[config.mk]
export PLATFORM = sky130hd
export DESIGN_NAME = numeric_literal_suffix_lexer
export DESIGN_NICKNAME = d
export VERILOG_FILES = /design/src/hw/rtl/nlsl_pkg.sv /design/src/hw/rtl/nlsl_in_stage.sv /design/src/hw/rtl/nlsl_scan.sv /design/src/hw/rtl/nlsl_out_stage.sv /design/src/hw/rtl/numeric_literal_suffix_lexer.sv
export VERILOG_INCLUDE_DIRS = /design/src /design/src/hw/rtl
export SDC_FILE = /design/constraint.sdc
export NUM_CORES = 1
export LEC_CHECK = 0
export BUFFER_PORTS_ARGS = -buffer_cell sky130_fd_sc_hd__buf_2
export CORE_ASPECT_RATIO = 0.6
export CORE_UTILIZATION = 50
export CTS_BUF_LIST = sky130_fd_sc_hd__clkbuf_8
export DETAILED_ROUTE_END_ITERATION = 12
export PLACE_DENSITY = 0.7
export SKIP_CTS_REPAIR_TIMING = 1
export SYNTH_ARGS = -nofsm -noshare
export SYNTH_HDL_FRONTEND = slang
export SYNTH_HIERARCHICAL = 1
export SYNTH_SLANG_ARGS = --single-unit
[constraint.sdc]
create_clock -name clk -period 6.5 [get_ports clk]
set_input_delay 0.975 -clock clk [delete_from_list [all_inputs] [get_ports clk]]
set_output_delay 0.975 -clock clk [all_outputs]
set_load 0.005 [all_outputs]
[src/hw/rtl/numeric_literal_suffix_lexer_assert.svh]
// assertion macros for the numeric literal suffix lexer
`ifndef NUMERIC_LITERAL_SUFFIX_LEXER_ASSERT_SVH
`define NUMERIC_LITERAL_SUFFIX_LEXER_ASSERT_SVH

// same-cycle implication, checked outside reset
`define NLSL_ASSERT_IMP(name, ante, cons, msg) \
    name: assert property (@(posedge clk) disable iff (!rst_n) (ante) |-> (cons)) \
        else $error(msg);

// next-cycle implication, checked outside reset
`define NLSL_ASSERT_NXT(name, ante, cons, msg) \
    name: assert property (@(posedge clk) disable iff (!rst_n) (ante) |=> (cons)) \
        else $error(msg);

`endif

[src/hw/rtl/nlsl_pkg.sv]
// package with types, codes and the final suffix check of the suffix lexer
package nlsl_pkg;

    localparam logic [7:0] CH_LOW_U   = 8'h75;
    localparam logic [7:0] CH_LOW_L   = 8'h6c;
    localparam logic [7:0] CH_LOW_F   = 8'h66;
    localparam logic [7:0] CH_LOW_D   = 8'h64;
    localparam logic [7:0] CH_LOW_A   = 8'h61;
    localparam logic [7:0] CH_LOW_Z   = 8'h7a;
    localparam logic [7:0] CH_UP_A    = 8'h41;
    localparam logic [7:0] CH_UP_Z    = 8'h5a;
    localparam logic [7:0] CASE_SHIFT = 8'h20;

    localparam logic [1:0] LEN_MAX = 2'd3;

    localparam logic [3:0] ERR_NONE            = 4'd0;
    localparam logic [3:0] ERR_DUP_U           = 4'd1;
    localparam logic [3:0] ERR_DUP_L           = 4'd2;
    localparam logic [3:0] ERR_DUP_FLOAT       = 4'd3;
    localparam logic [3:0] ERR_DUP_L_AFTER_U   = 4'd4;
    localparam logic [3:0] ERR_BAD_AFTER_U     = 4'd5;
    localparam logic [3:0] ERR_DUP_LL          = 4'd6;
    localparam logic [3:0] ERR_BAD_AFTER_L     = 4'd7;
    localparam logic [3:0] ERR_BAD_AFTER_LL    = 4'd8;
    localparam logic [3:0] ERR_BAD_AFTER_F     = 4'd9;
    localparam logic [3:0] ERR_BAD_AFTER_D     = 4'd10;
    localparam logic [3:0] ERR_FLOAT_WITH_INT  = 4'd11;
    localparam logic [3:0] ERR_F_WITH_D        = 4'd12;
    localparam logic [3:0] ERR_L_WITH_LL       = 4'd13;
    localparam logic [3:0] ERR_INT_ON_FLOAT    = 4'd14;
    localparam logic [3:0] ERR_FLOAT_ON_INT    = 4'd15;

    typedef enum logic [2:0] {
        ST_START,
        ST_AFTER_U,
        ST_AFTER_L,
        ST_AFTER_LL,
        ST_AFTER_F,
        ST_AFTER_D
    } scan_state_t;

    typedef enum logic [1:0] {
        ACT_TAKE,
        ACT_FAIL,
        ACT_STOP
    } scan_act_t;

    typedef struct packed {
        logic d;
        logic f;
        logic ll;
        logic l;
        logic u;
    } suffix_flags_t;

    typedef struct packed {
        logic [7:0] ch;
        logic       first;
        logic       literal_is_float;
        logic       at_end;
    } nlsl_item_t;

    typedef struct packed {
        logic          failed;
        logic [3:0]    error_code;
        logic [1:0]    suffix_length;
        suffix_flags_t flags;
    } nlsl_result_t;

    typedef struct packed {
        logic emit;
        logic live;
    } nlsl_scan_status_t;

    function automatic logic [3:0] final_check(input suffix_flags_t fl, input logic kind_float);
        logic fl_any;
        logic in_any;
        logic [3:0] code;
        fl_any = fl.f | fl.d;
        in_any = fl.u | fl.l | fl.ll;
        code = ERR_NONE;
        if (fl_any && in_any)
        begin
            code = ERR_FLOAT_WITH_INT;
        end
        else if (fl.f && fl.d)
        begin
            code = ERR_F_WITH_D;
        end
        else if (fl.l && fl.ll)
        begin
            code = ERR_L_WITH_LL;
        end
        else if (kind_float && in_any)
        begin
            code = ERR_INT_ON_FLOAT;
        end
        else if (!kind_float && fl_any)
        begin
            code = ERR_FLOAT_ON_INT;
        end
        return code;
    endfunction

endpackage

[src/hw/rtl/nlsl_in_stage.sv]
// input register stage of the suffix lexer
module nlsl_in_stage
    import nlsl_pkg::*;
(
    input  logic       clk,
    input  logic       rst_n,
    input  logic       in_valid,
    output logic       in_ready,
    input  nlsl_item_t in_item,
    input  logic       advance,
    output logic       s1_valid,
    output nlsl_item_t s1_item
);

    logic       s1_valid_reg;
    logic       s1_valid_next;
    nlsl_item_t s1_item_reg;
    logic       load;

    assign in_ready = !s1_valid_reg || advance;
    assign load     = in_valid && in_ready;

    always_comb
    begin
        if (load)
        begin
            s1_valid_next = 1'b1;
        end
        else if (advance)
        begin
            s1_valid_next = 1'b0;
        end
        else
        begin
            s1_valid_next = s1_valid_reg;
        end
    end

    always_ff @(posedge clk or negedge rst_n)
    begin
        if (!rst_n)
        begin
            s1_valid_reg <= 1'b0;
        end
        else
        begin
            s1_valid_reg <= s1_valid_next;
        end
    end

    always_ff @(posedge clk)
    begin
        if (load)
        begin
            s1_item_reg <= in_item;
        end
    end

    assign s1_valid = s1_valid_reg;
    assign s1_item  = s1_item_reg;

endmodule

[src/hw/rtl/nlsl_scan.sv]
// suffix scanner state and the per-character decision logic
module nlsl_scan
    import nlsl_pkg::*;
(
    input  logic              clk,
    input  logic              rst_n,
    input  nlsl_item_t        item,
    input  logic              fire,
    output nlsl_scan_status_t status,
    output nlsl_result_t      result
);

    scan_state_t   state_reg;
    scan_state_t   state_next;
    suffix_flags_t flags_reg;
    suffix_flags_t flags_next;
    logic          kind_reg;
    logic          kind_next;
    logic [1:0]    cons_reg;
    logic [1:0]    cons_next;
    logic          finished_reg;
    logic          finished_next;

    scan_state_t   st;
    suffix_flags_t fl;
    suffix_flags_t fl_take;
    logic [1:0]    cn;
    logic          kf;
    logic          live;
    logic [7:0]    lc;
    logic          is_letter;
    logic          is_u;
    logic          is_l;
    logic          is_f;
    logic          is_d;
    scan_act_t     act;
    scan_state_t   st_take;
    logic [3:0]    fail_code;
    logic [3:0]    stop_code;
    logic          emit;

    // effective state after a first item clears it, with the long flag repair
    always_comb
    begin
        st   = item.first ? ST_START : state_reg;
        cn   = item.first ? 2'd0 : cons_reg;
        kf   = item.first ? item.literal_is_float : kind_reg;
        live = item.first || !finished_reg;
        fl   = item.first ? suffix_flags_t'('0) : flags_reg;
        lc   = ((item.ch >= CH_UP_A) && (item.ch <= CH_UP_Z)) ? item.ch + CASE_SHIFT : item.ch;
        is_letter = (lc >= CH_LOW_A) && (lc <= CH_LOW_Z);
        is_u = (lc == CH_LOW_U);
        is_l = (lc == CH_LOW_L);
        is_f = (lc == CH_LOW_F);
        is_d = (lc == CH_LOW_D);
        if ((st == ST_AFTER_L) && (item.at_end || !is_l))
        begin
            fl.l = 1'b1;
        end
    end

    // next state decision
    always_comb
    begin
        act       = ACT_STOP;
        st_take   = st;
        fl_take   = fl;
        fail_code = ERR_NONE;
        if (!item.at_end)
        begin
            unique case (st)
                ST_START:
                begin
                    if (is_u)
                    begin
                        if (fl.u)
                        begin
                            act = ACT_FAIL;
                            fail_code = ERR_DUP_U;
                        end
                        else
                        begin
                            act = ACT_TAKE;
                            st_take = ST_AFTER_U;
                            fl_take.u = 1'b1;
                        end
                    end
                    else if (is_l)
                    begin
                        if (fl.l || fl.ll)
                        begin
                            act = ACT_FAIL;
                            fail_code = ERR_DUP_L;
                        end
                        else
                        begin
                            act = ACT_TAKE;
                            st_take = ST_AFTER_L;
                        end
                    end
                    else if (is_f || is_d)
                    begin
                        if (fl.f || fl.d)
                        begin
                            act = ACT_FAIL;
                            fail_code = ERR_DUP_FLOAT;
                        end
                        else
                        begin
                            act = ACT_TAKE;
                            st_take = is_f ? ST_AFTER_F : ST_AFTER_D;
                            fl_take.f = fl.f | is_f;
                            fl_take.d = fl.d | is_d;
                        end
                    end
                end
                ST_AFTER_U:
                begin
                    if (is_l)
                    begin
                        if (fl.l || fl.ll)
                        begin
                            act = ACT_FAIL;
                            fail_code = ERR_DUP_L_AFTER_U;
                        end
                        else
                        begin
                            act = ACT_TAKE;
                            st_take = ST_AFTER_L;
                        end
                    end
                    else if (is_letter)
                    begin
                        act = ACT_FAIL;
                        fail_code = ERR_BAD_AFTER_U;
                    end
                end
                ST_AFTER_L:
                begin
                    if (is_l)
                    begin
                        if (fl.ll)
                        begin
                            act = ACT_FAIL;
                            fail_code = ERR_DUP_LL;
                        end
                        else
                        begin
                            act = ACT_TAKE;
                            st_take = ST_AFTER_LL;
                            fl_take.ll = 1'b1;
                            fl_take.l = 1'b0;
                        end
                    end
                    else if (is_u)
                    begin
                        if (fl.u)
                        begin
                            act = ACT_FAIL;
                            fail_code = ERR_DUP_U;
                        end
                        else
                        begin
                            act = ACT_TAKE;
                            st_take = ST_AFTER_U;
                            fl_take.u = 1'b1;
                        end
                    end
                    else if (is_letter)
                    begin
                        act = ACT_FAIL;
                        fail_code = ERR_BAD_AFTER_L;
                    end
                end
                ST_AFTER_LL:
                begin
                    if (is_u)
                    begin
                        if (fl.u)
                        begin
                            act = ACT_FAIL;
                            fail_code = ERR_DUP_U;
                        end
                        else
                        begin
                            act = ACT_TAKE;
                            st_take = ST_AFTER_U;
                            fl_take.u = 1'b1;
                        end
                    end
                    else if (is_letter)
                    begin
                        act = ACT_FAIL;
                        fail_code = ERR_BAD_AFTER_LL;
                    end
                end
                ST_AFTER_F:
                begin
                    if (is_letter)
                    begin
                        act = ACT_FAIL;
                        fail_code = ERR_BAD_AFTER_F;
                    end
                end
                ST_AFTER_D:
                begin
                    if (is_letter)
                    begin
                        act = ACT_FAIL;
                        fail_code = ERR_BAD_AFTER_D;
                    end
                end
                default:
                begin
                    act = ACT_STOP;
                end
            endcase
        end
    end

    // result and register updates
    always_comb
    begin
        emit      = live && (act != ACT_TAKE);
        stop_code = final_check(fl, kf);
        result.flags = fl;
        case (act)
            ACT_FAIL:
            begin
                result.error_code    = fail_code;
                result.suffix_length = cn;
            end
            ACT_STOP:
            begin
                result.error_code    = stop_code;
                result.suffix_length = (stop_code != ERR_NONE) ? 2'd0 : cn;
            end
            default:
            begin
                result.error_code    = ERR_NONE;
                result.suffix_length = cn;
            end
        endcase
        result.failed = (result.error_code != ERR_NONE);

        state_next    = state_reg;
        flags_next    = flags_reg;
        kind_next     = kind_reg;
        cons_next     = cons_reg;
        finished_next = finished_reg;
        if (fire && live)
        begin
            kind_next     = kf;
            finished_next = emit;
            if (act == ACT_TAKE)
            begin
                state_next = st_take;
                flags_next = fl_take;
                cons_next  = (cn == LEN_MAX) ? LEN_MAX : cn + 2'd1;
            end
            else
            begin
                state_next = st;
                flags_next = fl;
                cons_next  = cn;
            end
        end
    end

    always_ff @(posedge clk or negedge rst_n)
    begin
        if (!rst_n)
        begin
            state_reg    <= ST_START;
            flags_reg    <= '0;
            kind_reg     <= 1'b0;
            cons_reg     <= 2'd0;
            finished_reg <= 1'b1;
        end
        else
        begin
            state_reg    <= state_next;
            flags_reg    <= flags_next;
            kind_reg     <= kind_next;
            cons_reg     <= cons_next;
            finished_reg <= finished_next;
        end
    end

    assign status.emit = emit;
    assign status.live = live;

endmodule

[src/hw/rtl/nlsl_out_stage.sv]
// result register stage of the suffix lexer
module nlsl_out_stage
    import nlsl_pkg::*;
(
    input  logic         clk,
    input  logic         rst_n,
    input  logic         load,
    input  nlsl_result_t load_result,
    output logic         out_free,
    output logic         out_valid,
    input  logic         out_ready,
    output nlsl_result_t out_result
);

    logic         out_valid_reg;
    logic         out_valid_next;
    nlsl_result_t out_result_reg;

    assign out_free = !out_valid_reg || out_ready;

    always_comb
    begin
        if (load)
        begin
            out_valid_next = 1'b1;
        end
        else if (out_ready)
        begin
            out_valid_next = 1'b0;
        end
        else
        begin
            out_valid_next = out_valid_reg;
        end
    end

    always_ff @(posedge clk or negedge rst_n)
    begin
        if (!rst_n)
        begin
            out_valid_reg <= 1'b0;
        end
        else
        begin
            out_valid_reg <= out_valid_next;
        end
    end

    always_ff @(posedge clk)
    begin
        if (load)
        begin
            out_result_reg <= load_result;
        end
    end

    assign out_valid  = out_valid_reg;
    assign out_result = out_result_reg;

endmodule

[src/hw/rtl/numeric_literal_suffix_lexer.sv]
// top level of the numeric literal suffix lexer
// input channel: one character transaction per cycle (ch, first, literal_is_float,
// at_end) on in_valid / in_ready; first opens a new suffix and latches the kind
// output channel: one result transaction per finished suffix on out_valid / out_ready,
// carrying failed, error_code, suffix_length and the five suffix flags
// a character that is taken as part of the suffix gives no result transaction
// the transaction that ends the suffix is held in the input register, scanned, and its
// result is held in the result register, which drives out_valid / out_ready
// throughput: one input transaction per cycle while in_ready is high, set by the
// combinational scanner between the input register and the result register
// when the receiver stalls, characters that give no result keep flowing; the
// transaction that ends a suffix waits in the input register until the result
// register frees, and in_ready is low while it waits
// reset: both registers empty, scanner at start and waiting for a first transaction;
// transactions without first are dropped until one arrives
`include "numeric_literal_suffix_lexer_assert.svh"

module numeric_literal_suffix_lexer
    import nlsl_pkg::*;
(
    input  logic       clk,
    input  logic       rst_n,
    input  logic       in_valid,
    output logic       in_ready,
    input  logic [7:0] ch,
    input  logic       first,
    input  logic       literal_is_float,
    input  logic       at_end,
    output logic       out_valid,
    input  logic       out_ready,
    output logic       failed,
    output logic [3:0] error_code,
    output logic [1:0] suffix_length,
    output logic       is_unsigned,
    output logic       is_long,
    output logic       is_long_long,
    output logic       is_single_float,
    output logic       is_double_float
);

    nlsl_item_t        in_item;
    nlsl_item_t        s1_item;
    logic              s1_valid;
    logic              advance;
    logic              out_free;
    nlsl_scan_status_t status;
    nlsl_result_t      scan_result;
    nlsl_result_t      out_result;

    assign in_item.ch               = ch;
    assign in_item.first            = first;
    assign in_item.literal_is_float = literal_is_float;
    assign in_item.at_end           = at_end;

    assign advance = s1_valid && (!status.emit || out_free);

    nlsl_in_stage u_in_stage (
        .clk      (clk),
        .rst_n    (rst_n),
        .in_valid (in_valid),
        .in_ready (in_ready),
        .in_item  (in_item),
        .advance  (advance),
        .s1_valid (s1_valid),
        .s1_item  (s1_item)
    );

    nlsl_scan u_scan (
        .clk    (clk),
        .rst_n  (rst_n),
        .item   (s1_item),
        .fire   (advance),
        .status (status),
        .result (scan_result)
    );

    nlsl_out_stage u_out_stage (
        .clk         (clk),
        .rst_n       (rst_n),
        .load        (advance && status.emit),
        .load_result (scan_result),
        .out_free    (out_free),
        .out_valid   (out_valid),
        .out_ready   (out_ready),
        .out_result  (out_result)
    );

    assign failed          = out_result.failed;
    assign error_code      = out_result.error_code;
    assign suffix_length   = out_result.suffix_length;
    assign is_unsigned     = out_result.flags.u;
    assign is_long         = out_result.flags.l;
    assign is_long_long    = out_result.flags.ll;
    assign is_single_float = out_result.flags.f;
    assign is_double_float = out_result.flags.d;

    `NLSL_ASSERT_IMP(a_failed_matches_code, out_valid,
        failed == (error_code != ERR_NONE), "failed flag disagrees with error code")
    `NLSL_ASSERT_IMP(a_final_fail_no_length, out_valid && (error_code >= ERR_FLOAT_WITH_INT),
        suffix_length == 2'd0, "final check failure with nonzero length")
    `NLSL_ASSERT_IMP(a_long_exclusive, out_valid,
        !(is_long && is_long_long), "long and long long both set")
    `NLSL_ASSERT_NXT(a_result_loads_valid, advance && status.emit,
        out_valid, "emitted result not presented")

endmodule

==> results.md <==
* PwrDens at 215.4 nW/µm²
* Sw Ratio at 0.2698
* Clock sinks at 37
* TNS Setup at 0 ps
* Detailed-route wire length per cell at 16.02 µm
* Clock latency on the worst-skew pair at 290 ps
* Ant. Diodes at 0
* Fillers at 383
* Switch Pwr at 148.1 µW
* Routed WL at 5191 µm
* Placed Instances at 316
* Actual slew at the worst max-slew pin at 936.3 ps
* DR pass1 iterations at 5
* Residual overflow from global routing at 0
* H-tree depth at 2
* Cell type of the slowest stage on the worst timing path: a2111o_1
* CTS clk-pin slew, worst paths at 70 ps
* Final non-filler cell area at 2549 µm²
* Hold Crit Class: flop to flop
* Mean Syn Cell Area at 9.676 µm²
* CTS tree: yes
* Nets at 282
* DRC at 0
* Syn nets at 255
* Reg2reg setup slack at 2240 ps
* Buffer depth of the longest clock path at 2
* Leak at 0.001051 µW
* Gr usage total at 0.2381
* ANT nets after route at 0
* Max incr delay on CP at 520 ps
* First-iteration detailed-routing DRC count at 204
* CP Capture Type: output port
* Total number of vias at 1985
* Fin cells at 324
* Worst Setup Path Type: flop to output port
* Most common cell on crit path: ha_1
* TritonCTS buffer count at 5
* DP Wirelength at 3986 µm
* Status: finished, final reports clean
* Fmax at 217.2 MHz
* I/O pin count at 29
* Share of layout cells above drive strength 1 at 0.1932
* Die Height at 54.35 µm
* Pin count of the biggest net entering global routing at 27
* Final Critical Period at 4604 ps
* Via density at 6.127
* IO Port Bufs at 28
* Gpl congestion at 1.076
* Seq pwr share at 0.536
* Syn-to-layout area delta at 11.62%
* Crit path launch type: flop
* Post-Place Cell Area at 2459 µm²
* # setup viols final at 0
* Clock share of power at 0.291
* Comb power frac at 0.173
* Antenna violations before repair at 0
* Starting Density at 0.5393
* Max IR drop VDD at 0.1667 mV
* Worst rel slew slack at 0.3705
* Yosys warning total at 6
* Rows at 18
* Max-slew violation count at 0
* CP cell instances: ha_1 -> and2b_1 -> o221ai_2 -> a2111o_1 -> o211ai_1 -> a21oi_1 -> o21ai_0 -> a41o_1 -> ha_1 -> nor2_1 -> a21boi_1 -> nand2b_4 -> buf_2
* Crit Path Max Fanout at 6
* RSZ-0062 raised after global routing: false
* Crit path arrival time at 3630 ps
* Number of flip-flops in the largest register at 12
* Post-Route Skew at 6.755 ps
* Worst EP required at 5520 ps
* Cell area after synthesis at 2283 µm²
* First-pass GRT wire length at 8211 µm
* CTS root buffer: clkbuf_8
* Crit share post-route at 0.7083
* Final hold violations at 0
* Core area at 4234 µm²
* Post-synthesis instance total at 236
* Vias in the first global route at 1681
* Die area at 4850 µm²
* Pint at 400.9 µW
* Max-Cap Viols at 0
* Die width at 89.25 µm
==> power by group through the flow <==
stage          Sequential (µW)  Clock [µW]  Combinational [µW]
3_5_place_dp               299           0                94.2
6_report                   294         160                94.9
3_3_place_gp               298           0                94.8
2_1_floorplan              296           0                63.6
5_1_grt                    298         174                 106
4_1_cts                    294         165                94.8
==> area by class of cell <==
class | count | area, µm² | share of cell area
Clock inverter | 2 | 7.507 | 0.002946
Clock buffer | 6 | 82.58 | 0.03240
Inverter | 11 | 41.29 | 0.01620
Timing Repair Buffer | 29 | 147.6 | 0.05793
Multi-Input combinational cell | 179 | 1152 | 0.4521
Sequential cell | 37 | 1042 | 0.4089
Tap cell | 60 | 75.07 | 0.02946
==> critical path, delay by kind of cell (launching register included) <==
kind                     cells  cell delay, ps
AO/OA/AOI/OAI                7            1710
buffers and inverters        1             110
AND/OR/NAND/NOR              3             490
flip-flops                   1             450
adder cells (fa/ha/maj)      2             580
==> through the flow <==
| step | setup slack [ps] | power [µW] | hold slack (ps) | utilization |
|---|---|---|---|---|
| floorplan | 2614 | 359.5 | 455.3 | - |
| global placement | 2297 | 393.0 | 469.6 | 0.5807 |
| detailed placement | 2268 | 393.0 | 480.3 | 0.5807 |
| CTS | 1920 | 553.4 | 495.3 | 0.6020 |
| global route | 1591 | 578.5 | 518.0 | 0.6020 |
| finish | 1896 | 549.1 | 492.3 | 0.6020 |
==> cell usage in the layout (no fill, tap or decap), types with 4 or more instances in the layout <==
cell and instances:
nand2_1 21, nand3_1 5, o21ai_0 14, ha_1 4, or2_2 4, nor2b_1 7, a211oi_1 4, a21oi_1 13
nand2b_1 5, clkbuf_8 6, dfrtp_1 13, inv_1 13, buf_2 28, and2_1 4, nor2_1 21, nor3_1 11
edfxtp_1 23, a22oi_1 4
==> per-layer routing <==
layer,vias to the layer above,GRT usage,share of wire
met3,9,0.08446,0.12
met2,114,0.3015,0.37
met1,918,0.3624,0.50
met4,0,0.08466,0.015
li1,944,-,-
met5,-,0,0
==> path summary, 6_finish.rpt <==
check	depth (start not counted)	endpoint	start
worst max-delay path	13	in_ready	u_in_stage/s1_item[8]
worst min-delay path	1	u_scan/cons_reg[1]	u_scan/cons_reg[1]
worst max register to register	16	u_scan/state_reg[0]	u_in_stage/s1_item[8]
worst min register to register	1	u_scan/cons_reg[1]	u_scan/cons_reg[1]
max in group asynchronous	1	u_scan/finished_reg	rst_n
min in group asynchronous	1	u_scan/state_reg[0]	rst_n
No activity file was read; power rests on OpenSTA's default activity.
